### config.mk
export PLATFORM = sky130hd
export DESIGN_NAME = letter_histogram_distance_top
export DESIGN_NICKNAME = d
export VERILOG_FILES = /design/src/hdl/lhd_pkg.sv /design/src/hdl/lhd_seq.sv /design/src/hdl/letter_histogram_distance_top.sv
export SDC_FILE = /design/constraint.sdc
export NUM_CORES = 1
export LEC_CHECK = 0
export BUFFER_PORTS_ARGS = -buffer_cell sky130_fd_sc_hd__buf_2
export CORE_MARGIN = 8
export CORE_UTILIZATION = 35
export CTS_BUF_LIST = sky130_fd_sc_hd__clkbuf_8
export CTS_CLUSTER_DIAMETER = 30
export DETAILED_ROUTE_END_ITERATION = 8
export MAX_ROUTING_LAYER = met4
export PLACE_DENSITY_LB_ADDON = 0.1
export SYNTH_ARGS = -nofsm -noshare
export SYNTH_HDL_FRONTEND = slang
export SYNTH_HIERARCHICAL = 1
export SYNTH_SLANG_ARGS = --single-unit
### constraint.sdc
create_clock -name clk -period 6.3 [get_ports clk]
set_input_delay 0.315 -clock clk [delete_from_list [all_inputs] [get_ports clk]]
set_output_delay 0.315 -clock clk [all_outputs]
set_load 0.02 [all_outputs]
### src/hdl/lhd_pkg.sv
// Shared types, constants and the microcode ROM for the letter histogram distance block.
`timescale 1ns / 1ps

package lhd_pkg;

	localparam int LETTER_W = 5;
	localparam int CHANGE_W = 13;
	localparam logic [CHANGE_W-1:0] COUNT_MAX = 13'h1FFF;
	localparam int STEP_W = 3;

	// which address feeds the balance store
	typedef enum logic [1:0] {
		SEL_A,
		SEL_B,
		SEL_IDX
	} addr_sel_t;

	// jump condition, taken when true, else fall through
	typedef enum logic [2:0] {
		COND_NEVER,
		COND_ALWAYS,
		COND_NO_START,
		COND_NOT_LAST,
		COND_MORE
	} cond_t;

	typedef logic [STEP_W-1:0] step_t;

	typedef struct packed {
		logic      busy;
		logic      latch;
		addr_sel_t addr_sel;
		logic      wr_en;
		logic      wr_up;
		logic      acc_clr;
		logic      acc_add;
		logic      emit;
		cond_t     cond;
		step_t     target;
	} ctrl_t;

	localparam step_t STEP_WAIT   = 3'd0;
	localparam step_t STEP_RD_A   = 3'd1;
	localparam step_t STEP_WR_A   = 3'd2;
	localparam step_t STEP_RD_B   = 3'd3;
	localparam step_t STEP_WR_B   = 3'd4;
	localparam step_t STEP_SUM_RD = 3'd5;
	localparam step_t STEP_SUM_AC = 3'd6;
	localparam step_t STEP_EMIT   = 3'd7;

	// microcode ROM: one control word per step
	function automatic ctrl_t ucode(input step_t step);
		ctrl_t cw;
		cw = '{busy: 1'b1, latch: 1'b0, addr_sel: SEL_A, wr_en: 1'b0, wr_up: 1'b0,
			acc_clr: 1'b0, acc_add: 1'b0, emit: 1'b0, cond: COND_NEVER,
			target: STEP_WAIT};
		case (step)
			STEP_WAIT: begin
				cw.busy    = 1'b0;
				cw.latch   = 1'b1;
				cw.acc_clr = 1'b1;
				cw.cond    = COND_NO_START;
				cw.target  = STEP_WAIT;
			end
			STEP_RD_A: begin
				cw.addr_sel = SEL_A;
			end
			STEP_WR_A: begin
				cw.addr_sel = SEL_A;
				cw.wr_en    = 1'b1;
				cw.wr_up    = 1'b1;
			end
			STEP_RD_B: begin
				cw.addr_sel = SEL_B;
			end
			STEP_WR_B: begin
				cw.addr_sel = SEL_B;
				cw.wr_en    = 1'b1;
				cw.cond     = COND_NOT_LAST;
				cw.target   = STEP_WAIT;
			end
			STEP_SUM_RD: begin
				cw.addr_sel = SEL_IDX;
			end
			STEP_SUM_AC: begin
				cw.addr_sel = SEL_IDX;
				cw.acc_add  = 1'b1;
				cw.cond     = COND_MORE;
				cw.target   = STEP_SUM_RD;
			end
			STEP_EMIT: begin
				cw.emit   = 1'b1;
				cw.cond   = COND_ALWAYS;
				cw.target = STEP_WAIT;
			end
			default: begin
				cw.cond   = COND_ALWAYS;
				cw.target = STEP_WAIT;
			end
		endcase
		return cw;
	endfunction

endpackage

### src/hdl/lhd_seq.sv
// Microcode sequencer: step counter, ROM lookup and conditional jumps.
`timescale 1ns / 1ps

module lhd_seq (
	input  logic           clk,
	input  logic           arst_n,
	input  logic           start,
	input  logic           last,
	input  logic           more,
	output lhd_pkg::ctrl_t cw
);

	lhd_pkg::step_t step_q;
	logic           take;

	assign cw = lhd_pkg::ucode(step_q);

	always_comb begin
		case (cw.cond)
			lhd_pkg::COND_NEVER:    take = 1'b0;
			lhd_pkg::COND_ALWAYS:   take = 1'b1;
			lhd_pkg::COND_NO_START: take = !start;
			lhd_pkg::COND_NOT_LAST: take = !last;
			lhd_pkg::COND_MORE:     take = more;
			default:                take = 1'b1;
		endcase
	end

	always_ff @(posedge clk or negedge arst_n) begin
		if (!arst_n) begin
			step_q <= lhd_pkg::STEP_WAIT;
		end else if (take) begin
			step_q <= cw.target;
		end else begin
			step_q <= step_q + lhd_pkg::step_t'(1);
		end
	end

endmodule

### src/hdl/letter_histogram_distance_top.sv
// Top level: letter balance store, datapath and result register of the histogram distance.
`timescale 1ns / 1ps

// channel  | ports                                   | handshake
// ---------+-----------------------------------------+-------------------------------
// item in  | letter_first, letter_second, run_end    | taken when start & !busy
// result   | change_count                            | valid while done, one cycle
//
// A pair runs through the accept step, then read/update of the first
// letter's counter and read/update of the second's through one store port.
// A pair with run_end adds a drain (read and add per counter, then emit);
// done is registered from the emit step.
// Reset clears the sequencer and the per-counter valid bits, so the store
// reads as all zero at once: no clearing pass. The receiver cannot stall.

module letter_histogram_distance_top #(
	parameter int MAX_RUN       = 4096,
	parameter int ALPHABET_SIZE = 26
) (
	input  logic                          clk,
	input  logic                          arst_n,
	input  logic                          start,
	output logic                          busy,
	input  logic [lhd_pkg::LETTER_W-1:0]  letter_first,
	input  logic [lhd_pkg::LETTER_W-1:0]  letter_second,
	input  logic                          run_end,
	output logic                          done,
	output logic [lhd_pkg::CHANGE_W-1:0]  change_count
);

	// counter holds -MAX_RUN..+MAX_RUN
	localparam int MAG_W  = $clog2(MAX_RUN + 1);
	localparam int CNT_W  = MAG_W + 1;
	localparam int ADDR_W = $clog2(ALPHABET_SIZE);
	localparam int SUM_W  = MAG_W + $clog2(ALPHABET_SIZE + 1);
	localparam logic signed [CNT_W-1:0] CNT_MAX = CNT_W'(MAX_RUN);
	localparam logic signed [CNT_W-1:0] CNT_MIN = -CNT_MAX;
	localparam logic [ADDR_W-1:0] IDX_LAST = ADDR_W'(ALPHABET_SIZE - 1);

	lhd_pkg::ctrl_t cw;

	// latched item
	logic [ADDR_W-1:0] a_idx_q, b_idx_q;
	logic              a_ok_q, b_ok_q, last_q;
	logic [31:0]       first_w, second_w;

	// balance store with per-entry valid bits
	logic signed [CNT_W-1:0] mem [ALPHABET_SIZE];
	logic [ALPHABET_SIZE-1:0] vld_q;
	logic signed [CNT_W-1:0] rd_q;
	logic                    rd_vld_q;
	logic signed [CNT_W-1:0] rd_val, wr_val, neg_val;
	logic [MAG_W-1:0]        mag;
	logic [ADDR_W-1:0]       addr;
	logic                    wr_ok;

	// drain
	logic [ADDR_W-1:0] idx_q;
	logic [SUM_W-1:0]  acc_q, half;
	logic              more;

	lhd_seq u_seq (
		.clk    (clk),
		.arst_n (arst_n),
		.start  (start),
		.last   (last_q),
		.more   (more),
		.cw     (cw)
	);

	assign busy     = cw.busy;
	assign first_w  = 32'(letter_first);
	assign second_w = 32'(letter_second);
	assign more     = (idx_q != IDX_LAST);

	always_ff @(posedge clk or negedge arst_n) begin
		if (!arst_n) begin
			a_ok_q <= 1'b0;
			b_ok_q <= 1'b0;
			last_q <= 1'b0;
		end else if (cw.latch && start) begin
			// letters beyond the alphabet touch no counter
			a_ok_q <= (first_w < 32'(ALPHABET_SIZE));
			b_ok_q <= (second_w < 32'(ALPHABET_SIZE));
			last_q <= run_end;
		end
	end

	always_ff @(posedge clk) begin
		if (cw.latch && start) begin
			a_idx_q <= first_w[ADDR_W-1:0];
			b_idx_q <= second_w[ADDR_W-1:0];
		end
	end

	always_comb begin
		case (cw.addr_sel)
			lhd_pkg::SEL_A:   addr = a_idx_q;
			lhd_pkg::SEL_B:   addr = b_idx_q;
			lhd_pkg::SEL_IDX: addr = idx_q;
			default:          addr = '0;
		endcase
	end

	assign wr_ok  = cw.wr_en && ((cw.addr_sel == lhd_pkg::SEL_A) ? a_ok_q : b_ok_q);
	assign rd_val = rd_vld_q ? rd_q : '0;

	// saturating step up or down
	always_comb begin
		if (cw.wr_up) begin
			wr_val = (rd_val < CNT_MAX) ? rd_val + CNT_W'(1) : rd_val;
		end else begin
			wr_val = (rd_val > CNT_MIN) ? rd_val - CNT_W'(1) : rd_val;
		end
	end

	always_ff @(posedge clk) begin
		if (wr_ok) begin
			mem[addr] <= wr_val;
		end
		rd_q <= mem[addr];
	end

	always_ff @(posedge clk or negedge arst_n) begin
		if (!arst_n) begin
			vld_q    <= '0;
			rd_vld_q <= 1'b0;
		end else begin
			rd_vld_q <= vld_q[addr];
			if (cw.emit) begin
				vld_q <= '0;
			end else if (wr_ok) begin
				vld_q[addr] <= 1'b1;
			end
		end
	end

	// absolute value of the counter just read
	assign neg_val = -rd_val;
	assign mag     = rd_val[CNT_W-1] ? neg_val[MAG_W-1:0] : rd_val[MAG_W-1:0];

	always_ff @(posedge clk or negedge arst_n) begin
		if (!arst_n) begin
			idx_q <= '0;
			acc_q <= '0;
		end else if (cw.acc_clr) begin
			idx_q <= '0;
			acc_q <= '0;
		end else if (cw.acc_add) begin
			idx_q <= idx_q + ADDR_W'(1);
			acc_q <= acc_q + SUM_W'(mag);
		end
	end

	assign half = acc_q >> 1;

	always_ff @(posedge clk or negedge arst_n) begin
		if (!arst_n) begin
			done <= 1'b0;
		end else begin
			done <= cw.emit;
		end
	end

	always_ff @(posedge clk) begin
		if (cw.emit) begin
			if (32'(half) > 32'(lhd_pkg::COUNT_MAX)) begin
				change_count <= lhd_pkg::COUNT_MAX;
			end else begin
				change_count <= lhd_pkg::CHANGE_W'(half);
			end
		end
	end

endmodule

==> flow_metrics.env, run 1 <==
export IMPL_routedWlPerCell_um=25.4
export IMPL_worstMarginPinSlew_ps=1340
export IMPL_maxCapViolCount=0
export IMPL_grt_max_degree=58
export IMPL_drc=0
export IMPL_area_growth_syn_to_layout_pct=18.4
export IMPL_grt_pass1_vias=12300
export IMPL_final_max_slew_violation_count=0
export IMPL_outcome="complete, no violations"
export IMPL_dp_final_hpwl_um=35100
export IMPL_hold_viol=0
export IMPL_rsz0062_at_grt="no"
export IMPL_grt_usage_pct=18.7
export IMPL_antenna_cells=0
export IMPL_fp_dieArea_um2=62000
export IMPL_grt_overflow_total=0
export IMPL_p_leak_nw=7.90
export IMPL_clock_latency_ps=690
export IMPL_ioPinCount=29
export IMPL_fin_setup_tns_ps=0
export IMPL_yosysWarnings=6
export IMPL_max_stage_delay_ps=620
export IMPL_p_per_area_nw_per_um2=511
export IMPL_critPathArrivalTime_ps=5080
export IMPL_clock_fmax_ghz=0.221
export IMPL_dr_pass1_iters=5
export IMPL_layout_nets=1517
export IMPL_fillCellCount=4938
export IMPL_ir_drop_mv=0.233
export IMPL_required_ps=6850
export IMPL_grt_first_pass_wirelength_um=85000
export IMPL_start_kind="register"
export IMPL_syn_nets=1407
export IMPL_final_setup_skew_ps=31.7
export IMPL_ctsResizeCount=0
export IMPL_avgSynthCellArea_um2=13.9
export IMPL_cts_buffers=100
export IMPL_vias=12300
export IMPL_cts_tree="done"
export IMPL_worstHoldPathType="in -> reg"
export IMPL_max_slew_margin_pct=10.7
export IMPL_cts_buffer_depth=3
export IMPL_numPortBuffers=28
export IMPL_whs_ps=356
export IMPL_synth_area_um2=19000
export IMPL_clk_pin_slew_ps=60
export IMPL_fp_dieH_um=249
export IMPL_drtIter0Drc=1081
export IMPL_avgViaCountPerCell=5.45
export IMPL_die_x_um=249
export IMPL_root_buffer="clkbuf_8"
export IMPL_start_util_pct=35.4
export IMPL_ant_nets=0
export IMPL_rows=85
export IMPL_fin_crit_ps=4530
export IMPL_clock_sinks=458
export IMPL_finalSetupViolCount=0
export IMPL_gp_routability_congestion=0.810
export IMPL_crit_fanout=48
export IMPL_period_share_pct=71.9
export IMPL_routed_wl_um=57500
export IMPL_cp_end_kind="register"
export IMPL_critical_path_class="reg -> reg"
export IMPL_h_tree_depth=3
export IMPL_path_cells="inv_1 > ha_1 > o21a_1 > and2b_1 > o2bb2ai_4 > nor2_4 > buf_4 > a222oi_1 > o22ai_1 > or3_1 > or4_1"
export IMPL_syn_inst=1367
export IMPL_drive_above_1_share_pct=19.2
export IMPL_core_area_um2=53700
export IMPL_antenna_found_initial=0
export IMPL_cp_slowest_cell="o21a_1"
-- stage by stage --
stage / utilization [%] / instance area (um^2) / cells / power (W) / setup WS, ps
5_1_grt: 41.9 / 22500 / 2258 / 0.0120 / 1490
2_1_floorplan: - / 19000 / 1367 / 0.00652 / 2550
3_3_place_gp: 37.7 / 20200 / 2058 / 0.00816 / 1850
4_1_cts: 41.9 / 22500 / 2258 / 0.0116 / 1740
6_report: 41.9 / 22500 / 2258 / 0.0115 / 1770
3_5_place_dp: 37.7 / 20200 / 2058 / 0.00817 / 1780
-- repair_timing --
item                      in CTS  in global routing
hold buffers                  13                  0
setup buffers                  0                  0
hold endpoints to repair      70                  0
-- layout by cell type, fill, tap and decap left out, types with 9 or more instances in the layout --
master,n
inv_1,41
dlygate4sd3_1,13
o21ai_0,16
clkbuf_8,110
bufinv_16,9
a21oi_1,69
dfrtp_1,57
nor3_1,23
buf_4,46
a211oi_1,11
nand2b_1,20
xnor2_1,18
o22ai_1,19
mux2_2,31
and2_1,17
clkinv_2,22
dfxtp_1,14
ha_1,24
nand3_1,9
a22oi_1,63
a221oi_1,29
a222oi_1,29
buf_2,28
edfxtp_1,387
nand2_1,123
mux2i_1,30
clkinv_1,11
clkinvlp_4,13
nor2_1,124
-- flip-flops by register name (all words and copies together), names as in the netlist --
name          cells
mem             364
vld_q            26
acc_q            18
rd_q             14
change_count     13
a_idx_q           5
b_idx_q           5
idx_q             5
u_seq/step_q      3
a_ok_q            1
b_ok_q            1
done              1
last_q            1
rd_vld_q          1
-- report_power, final --
part	total (W)	leakage, nW	switching (W)	internal (W)
clock	0.00339	1.13	0.00140	0.00199
combinational	0.00391	2.46	0.00276	0.00115
sequential	0.00420	4.30	0.000259	0.00394
total	0.0115	7.90	0.00442	0.00708
-- critical path, delay by kind of cell (launching register included) --
family	cells	cell delay, ps
buffers and inverters	2	510
adder cells (fa/ha/maj)	1	210
AND/OR/NAND/NOR	4	1610
flip-flops	1	420
AO/OA/AOI/OAI	4	1560
-- layout make-up --
cell class	instances	area (um^2)	area share, %
clock buffers	110	1510	6.73
clock inverters	77	627	2.79
inverters	24	90.1	0.400
multi-input cells	805	5440	24.2
flip-flops and latches	458	13300	59.2
well taps	696	871	3.87
repair buffers	88	636	2.82
-- final timing paths --
| kind | startpoint | endpoint | slack (ps) | depth (start not counted) |
|---|---|---|---|---|
| setup / recovery | u_seq/step_q[0]$_DFF_PN0_ | rd_q[3]$_DFF_P_ | 1770 | 11 |
| hold / removal | letter_first[0] | a_idx_q[0]$_DFFE_PP_ | 360 | 2 |
| setup reg to reg | u_seq/step_q[0]$_DFF_PN0_ | rd_q[3]$_DFF_P_ | 1770 | 11 |
| hold reg to reg | vld_q[5]$_DFFE_PN0P_ | vld_q[5]$_DFFE_PN0P_ | 500 | 2 |
| max in group asynchronous | arst_n | acc_q[0]$_DFFE_PN0P_ | 5300 | 3 |
| min in group asynchronous | arst_n | vld_q[15]$_DFFE_PN0P_ | 370 | 3 |
-- metal layers --
metal	vias to the layer above	share of wire, %	wire length (um)	GRT usage (%)
met5	-	0	0	-
met4	0	2.4	1360	5.25
met3	98	4.8	2780	3.63
met2	353	46	26600	28.8
met1	6333	47	26700	25.2
li1	5528	-	-	-
(Power assumes the default switching activity.)
==> inputs of run 2 (changes only) <==
clock period = 3.8 ns   (was 6.3 ns; I/O delays follow)
==> run 2 against run 1 <==
Power grew 80%. Die area is the same. Global-route usage shrank 0.84 points. First-iteration DRC count shrank 20%. Clock power grew 100%. Sequential share of layout area shrank 2.9 points. Maximum frequency grew 27%. Non-clock buffer count grew 72. Critical endpoint is now mem[20][0]$_DFFE_PP_. Clock-buffer cell count grew 13. Cell count grew 4.1%. Register-to-register slack lost 1500 ps.
==> flow_metrics.env, run 2 (synthesis gave the netlist of run 1 again) <==
export IMPL_outcome="complete, no violations"
export IMPL_crit_path_end="mem[20][0]$_DFFE_PP_"
export IMPL_worstMarginPinSlew_ps=1280
export IMPL_cp_end_kind="register"
export IMPL_multi_input_area_um2=5390
export IMPL_grtUsageMet3_pct=4.04
export IMPL_cts_buffers=110
export IMPL_grt_met1_usage_pct=23.8
export IMPL_clock_latency_ps=700
export IMPL_r2r_slack_ps=250
export IMPL_root_buffer="clkbuf_8"
export IMPL_worstHoldPathType="in -> async"
export IMPL_reg2reg_depth=5
export IMPL_crit_fanout=26
export IMPL_final_util_pct=44.0
export IMPL_clk_pin_slew_ps=50
export IMPL_h_tree_depth=3
export IMPL_max_slew_margin_pct=14.4
export IMPL_final_setup_skew_ps=33.4
export IMPL_mostFrequentLayoutCells="edfxtp_1, nor2_1, nand2_1, clkbuf_8, buf_4"
export IMPL_fillCellCount=4866
export IMPL_start_kind="register"
export IMPL_drtIter0Drc=867
export IMPL_grt_usage_pct=17.9
export IMPL_fp_dieArea_um2=62000
export IMPL_grt_max_degree=49
export IMPL_core_area_um2=53700
export IMPL_clock_fmax_ghz=0.281
export IMPL_drive_above_1_share_pct=23.8
export IMPL_routedWlPerCell_um=23.3
export IMPL_fin_setup_tns_ps=0
export IMPL_reg_top3="mem x364, vld_q x26, acc_q x18"
export IMPL_crit_path_start="rd_q[3]$_DFF_P_"
export IMPL_critical_path_class="reg -> reg"
export IMPL_worstReg2RegStart="rd_q[3]$_DFF_P_"
export IMPL_top_usage_layer="met2"
export IMPL_antenna_found_initial=0
export IMPL_grt_pass1_vias=12700
export IMPL_rows=85
export IMPL_grt_first_pass_wirelength_um=82500
export IMPL_largest_register="mem"
export IMPL_fin_crit_ps=3550
export IMPL_die_x_um=249
export IMPL_gp_routability_congestion=0.829
export IMPL_required_ps=4090
export IMPL_timing_rr_end="mem[20][0]$_DFFE_PP_"
export IMPL_period_share_pct=93.5
export IMPL_dp_final_hpwl_um=35300
export IMPL_clock_sinks=458
export IMPL_post_cts_setup_buffer_count=0
export IMPL_dr_pass1_iters=7
export IMPL_p_leak_nw=8.52
export IMPL_grt_util_met2_pct=27.2
export IMPL_cts_tree="done"
export IMPL_critPathArrivalTime_ps=3840
export IMPL_register_area_um2=13300
export IMPL_maxCapViolCount=0
export IMPL_area_growth_syn_to_layout_pct=24.4
export IMPL_grt_overflow_total=0
export IMPL_final_max_slew_violation_count=0
export IMPL_hold_viol=0
export IMPL_p_per_area_nw_per_um2=875
export IMPL_layout_nets=1599
export IMPL_ant_nets=0
export IMPL_drc=0
export IMPL_fp_dieH_um=249
export IMPL_ir_drop_mv=0.506
export IMPL_ioPinCount=29
export IMPL_avgViaCountPerCell=5.27
export IMPL_final_common_cell="edfxtp_1"
export IMPL_start_util_pct=35.4
export IMPL_vias=12400
export IMPL_numPortBuffers=28
export IMPL_cts_buffer_depth=3
export IMPL_routed_wl_um=54800
export IMPL_rsz0062_at_grt="no"
export IMPL_largest_register_ffs=364
export IMPL_finalSetupViolCount=0
## run 2: cell types whose count changed in the layout (fill, tap and decap cells not counted), sizes merged
cell and delta:
inv -3, dlygate4sd3 +1, bufinv +12, buf +71, clkinvlp -2, diode +1, clkbuf +13
## run 2: layout make-up
class	instances	area share [%]
diodes	1	0.0106
well taps	696	3.68
inverters	24	0.381
clock buffers	123	7.16
repair buffers	160	5.51
multi-input cells	805	22.8
flip-flops and latches	458	56.4
clock inverters	84	4.09
## run 2: worst min-delay path by stage
stage / from / end / slack (ps) / cells past startpoint
3_5_place_dp: arst_n / vld_q[11]$_DFFE_PN0P_ / 370 / 1
4_1_cts: arst_n / idx_q[3]$_DFFE_PN0P_ / 160 / 2
3_3_place_gp: arst_n / vld_q[11]$_DFFE_PN0P_ / 370 / 1
2_1_floorplan: arst_n / a_ok_q$_DFFE_PN0P_ / -110 / 0
5_1_grt: letter_second[4] / b_idx_q[4]$_DFFE_PP_ / 200 / 2
6_report: arst_n / vld_q[6]$_DFFE_PN0P_ / 190 / 2
## run 2: critical path, stage by stage, from the launching register on
cell and delay, ps:
dfxtp_1 440, o41ai_1 550, a41oi_1 280, o21ai_1 660
nand2_1 190, xnor2_2 1000
## run 2: power breakdown
part / leakage (nW) / switching [W] / internal, W
sequential: 4.30 / 0.000350 / 0.00652
combinational: 2.84 / 0.00458 / 0.00237
clock: 1.38 / 0.00244 / 0.00443
## run 2: timing repair
item | 4_1_cts | 5_1_grt
gates resized for setup | 0 | 1
hold buffers | 14 | 0
setup endpoints to repair | 0 | 4
hold endpoints to repair | 49 | 0
## run 2: through the flow
step	setup WS [ps]	hold WS, ps	std cells	area (um^2)	power (W)
2_1_floorplan	47.7	-106	1367	19000	0.0108
3_3_place_gp	139	368	2129	20800	0.0140
4_1_cts	95.1	160	2350	23600	0.0209
5_1_grt	37.8	197	2350	23600	0.0217
6_report	246	190	2351	23600	0.0207
3_5_place_dp	148	370	2129	20800	0.0139
## run 2: metal layers
layer / up-vias / wire, um
li1: 5709 / -
met1: 6220 / 25300
met2: 374 / 25300
met3: 81 / 2980
met4: 0 / 1210
met5: - / 0
==> inputs of run 3 (changes only) <==
clock period = 4.6 ns   (was 3.8 ns; I/O delays follow)
==> run 3 against run 2 <==
Highest routed layer unchanged. Design area shrank 2.3%. Largest power group is now registers. First-iteration DRC count grew 33%. Sequential power shrank 16%. Largest cell class unchanged. Global-route usage grew 0.11 points.
==> flow_metrics.env, run 3 (synthesis gave the netlist of run 1 again) <==
export IMPL_avgViaCountPerCell=5.33
export IMPL_worstHoldPathType="in -> async"
export IMPL_reg_top3="mem x364, vld_q x26, acc_q x18"
export IMPL_worstMarginPinSlew_ps=1120
export IMPL_rows=85
export IMPL_grt_overflow_total=0
export IMPL_grt_first_pass_wirelength_um=82500
export IMPL_clock_latency_ps=700
export IMPL_critical_path_class="reg -> reg"
export IMPL_start_kind="register"
export IMPL_dr_pass1_iters=6
export IMPL_p_leak_nw=8.26
export IMPL_routedWlPerCell_um=23.7
export IMPL_ir_drop_mv=0.308
export IMPL_start_util_pct=35.4
export IMPL_fp_dieH_um=249
export IMPL_rsz0062_at_grt="no"
export IMPL_area_growth_syn_to_layout_pct=21.6
export IMPL_largest_register_ffs=364
export IMPL_critPathArrivalTime_ps=4730
export IMPL_finalPower_w=0.0162
export IMPL_reg2reg_depth=12
export IMPL_cts_tree="done"
export IMPL_final_common_cell="edfxtp_1"
export IMPL_ioPinCount=29
export IMPL_cts_buffers=104
export IMPL_grt_usage_pct=18.0
export IMPL_grt_pass1_vias=12500
export IMPL_final_max_slew_violation_count=0
export IMPL_grt_max_degree=58
export IMPL_routed_wl_um=55200
export IMPL_drc=0
export IMPL_clk_pin_slew_ps=50
export IMPL_maxCapViolCount=0
export IMPL_max_slew_margin_pct=25.3
export IMPL_whs_ps=250
export IMPL_drtIter0Drc=1152
export IMPL_numPortBuffers=28
export IMPL_layout_nets=1578
export IMPL_die_x_um=249
export IMPL_mostFrequentLayoutCells="edfxtp_1, nor2_1, nand2_1"
export IMPL_finalSetupViolCount=0
export IMPL_clock_sinks=458
export IMPL_outcome="complete, no violations"
export IMPL_cts_buffer_depth=3
export IMPL_crit_path_start="u_seq/step_q[0]$_DFF_PN0_"
export IMPL_core_area_um2=53700
export IMPL_antenna_cells=0
export IMPL_gp_routability_congestion=0.802
export IMPL_period_share_pct=90.9
export IMPL_p_per_area_nw_per_um2=701
export IMPL_final_setup_skew_ps=36.2
export IMPL_worstReg2RegStart="u_seq/step_q[0]$_DFF_PN0_"
export IMPL_crit_fanout=14
export IMPL_drive_above_1_share_pct=22.5
export IMPL_fp_dieArea_um2=62000
export IMPL_dp_final_hpwl_um=35000
export IMPL_vias=12400
export IMPL_h_tree_depth=3
export IMPL_largest_register="mem"
export IMPL_antenna_found_initial=0
export IMPL_clock_fmax_ghz=0.239
export IMPL_fin_crit_ps=4180
export IMPL_ant_nets=0
export IMPL_fin_setup_tns_ps=0
export IMPL_ctsResizeCount=0
export IMPL_hold_viol=0
export IMPL_cp_end_kind="register"
export IMPL_required_ps=5150
export IMPL_root_buffer="clkbuf_8"
## run 3: report_power, final
group          switching (W)  internal, W  leakage, nW  total [W]
registers           0.000354      0.00539         4.30    0.00574
logic                0.00365      0.00180         2.74    0.00545
clock network        0.00200      0.00301         1.22    0.00502
## run 3: routing by layer
layer	part of all wire (%)	global-route usage, %	vias up
li1	-	-	5643
met1	46	24.1	6261
met2	46	27.1	390
met3	5.4	3.73	92
met4	2.7	6.24	0
met5	0	-	-
## run 3: area by class of cell
cell class                 count  area, um^2
clock buffer                 111        1530
clock inverter                85         811
fill                        4891       30600
inverter                      24        90.1
multi-input combinational    805        5390
sequential                   458       13300
tap                          696         871
timing repair buffer         145        1090
## run 3: worst paths after layout
kind,end,slack [ps]
worst max-delay path,rd_q[0]$_DFF_P_,420
worst min-delay path,vld_q[9]$_DFFE_PN0P_,250
worst max register to register,rd_q[0]$_DFF_P_,420
worst min register to register,b_ok_q$_DFFE_PN0P_,490
max in group asynchronous,acc_q[1]$_DFFE_PN0P_,3760
min in group clk,a_idx_q[0]$_DFFE_PP_,250
## run 3: timing repair
action                    4_1_cts  5_1_grt
hold endpoints to repair       73        0
buffers inserted                0        0
hold buffers                   14        0
## run 3: worst max-delay path, cell delays in order (launching register included)
cell	delay [ps]
dfrtp_1	420
inv_1	140
ha_1	290
nand2_2	80
o21ai_1	350
mux2i_1	290
o2bb2ai_4	570
buf_4	370
mux2_2	370
a222oi_1	240
o22ai_1	140
or3_1	330
or4_1	420
## run 3: metrics by stage
| stage | setup slack (ps) | cells | instance area, um^2 | utilization, % |
|---|---|---|---|---|
| 2_1_floorplan | 848 | 1367 | 19000 | - |
| 3_3_place_gp | 432 | 2114 | 20600 | 38.4 |
| 3_5_place_dp | 369 | 2114 | 20600 | 38.4 |
| 4_1_cts | 331 | 2324 | 23100 | 43.0 |
| 5_1_grt | 148 | 2324 | 23100 | 43.0 |
| 6_report | 417 | 2324 | 23100 | 43.0 |
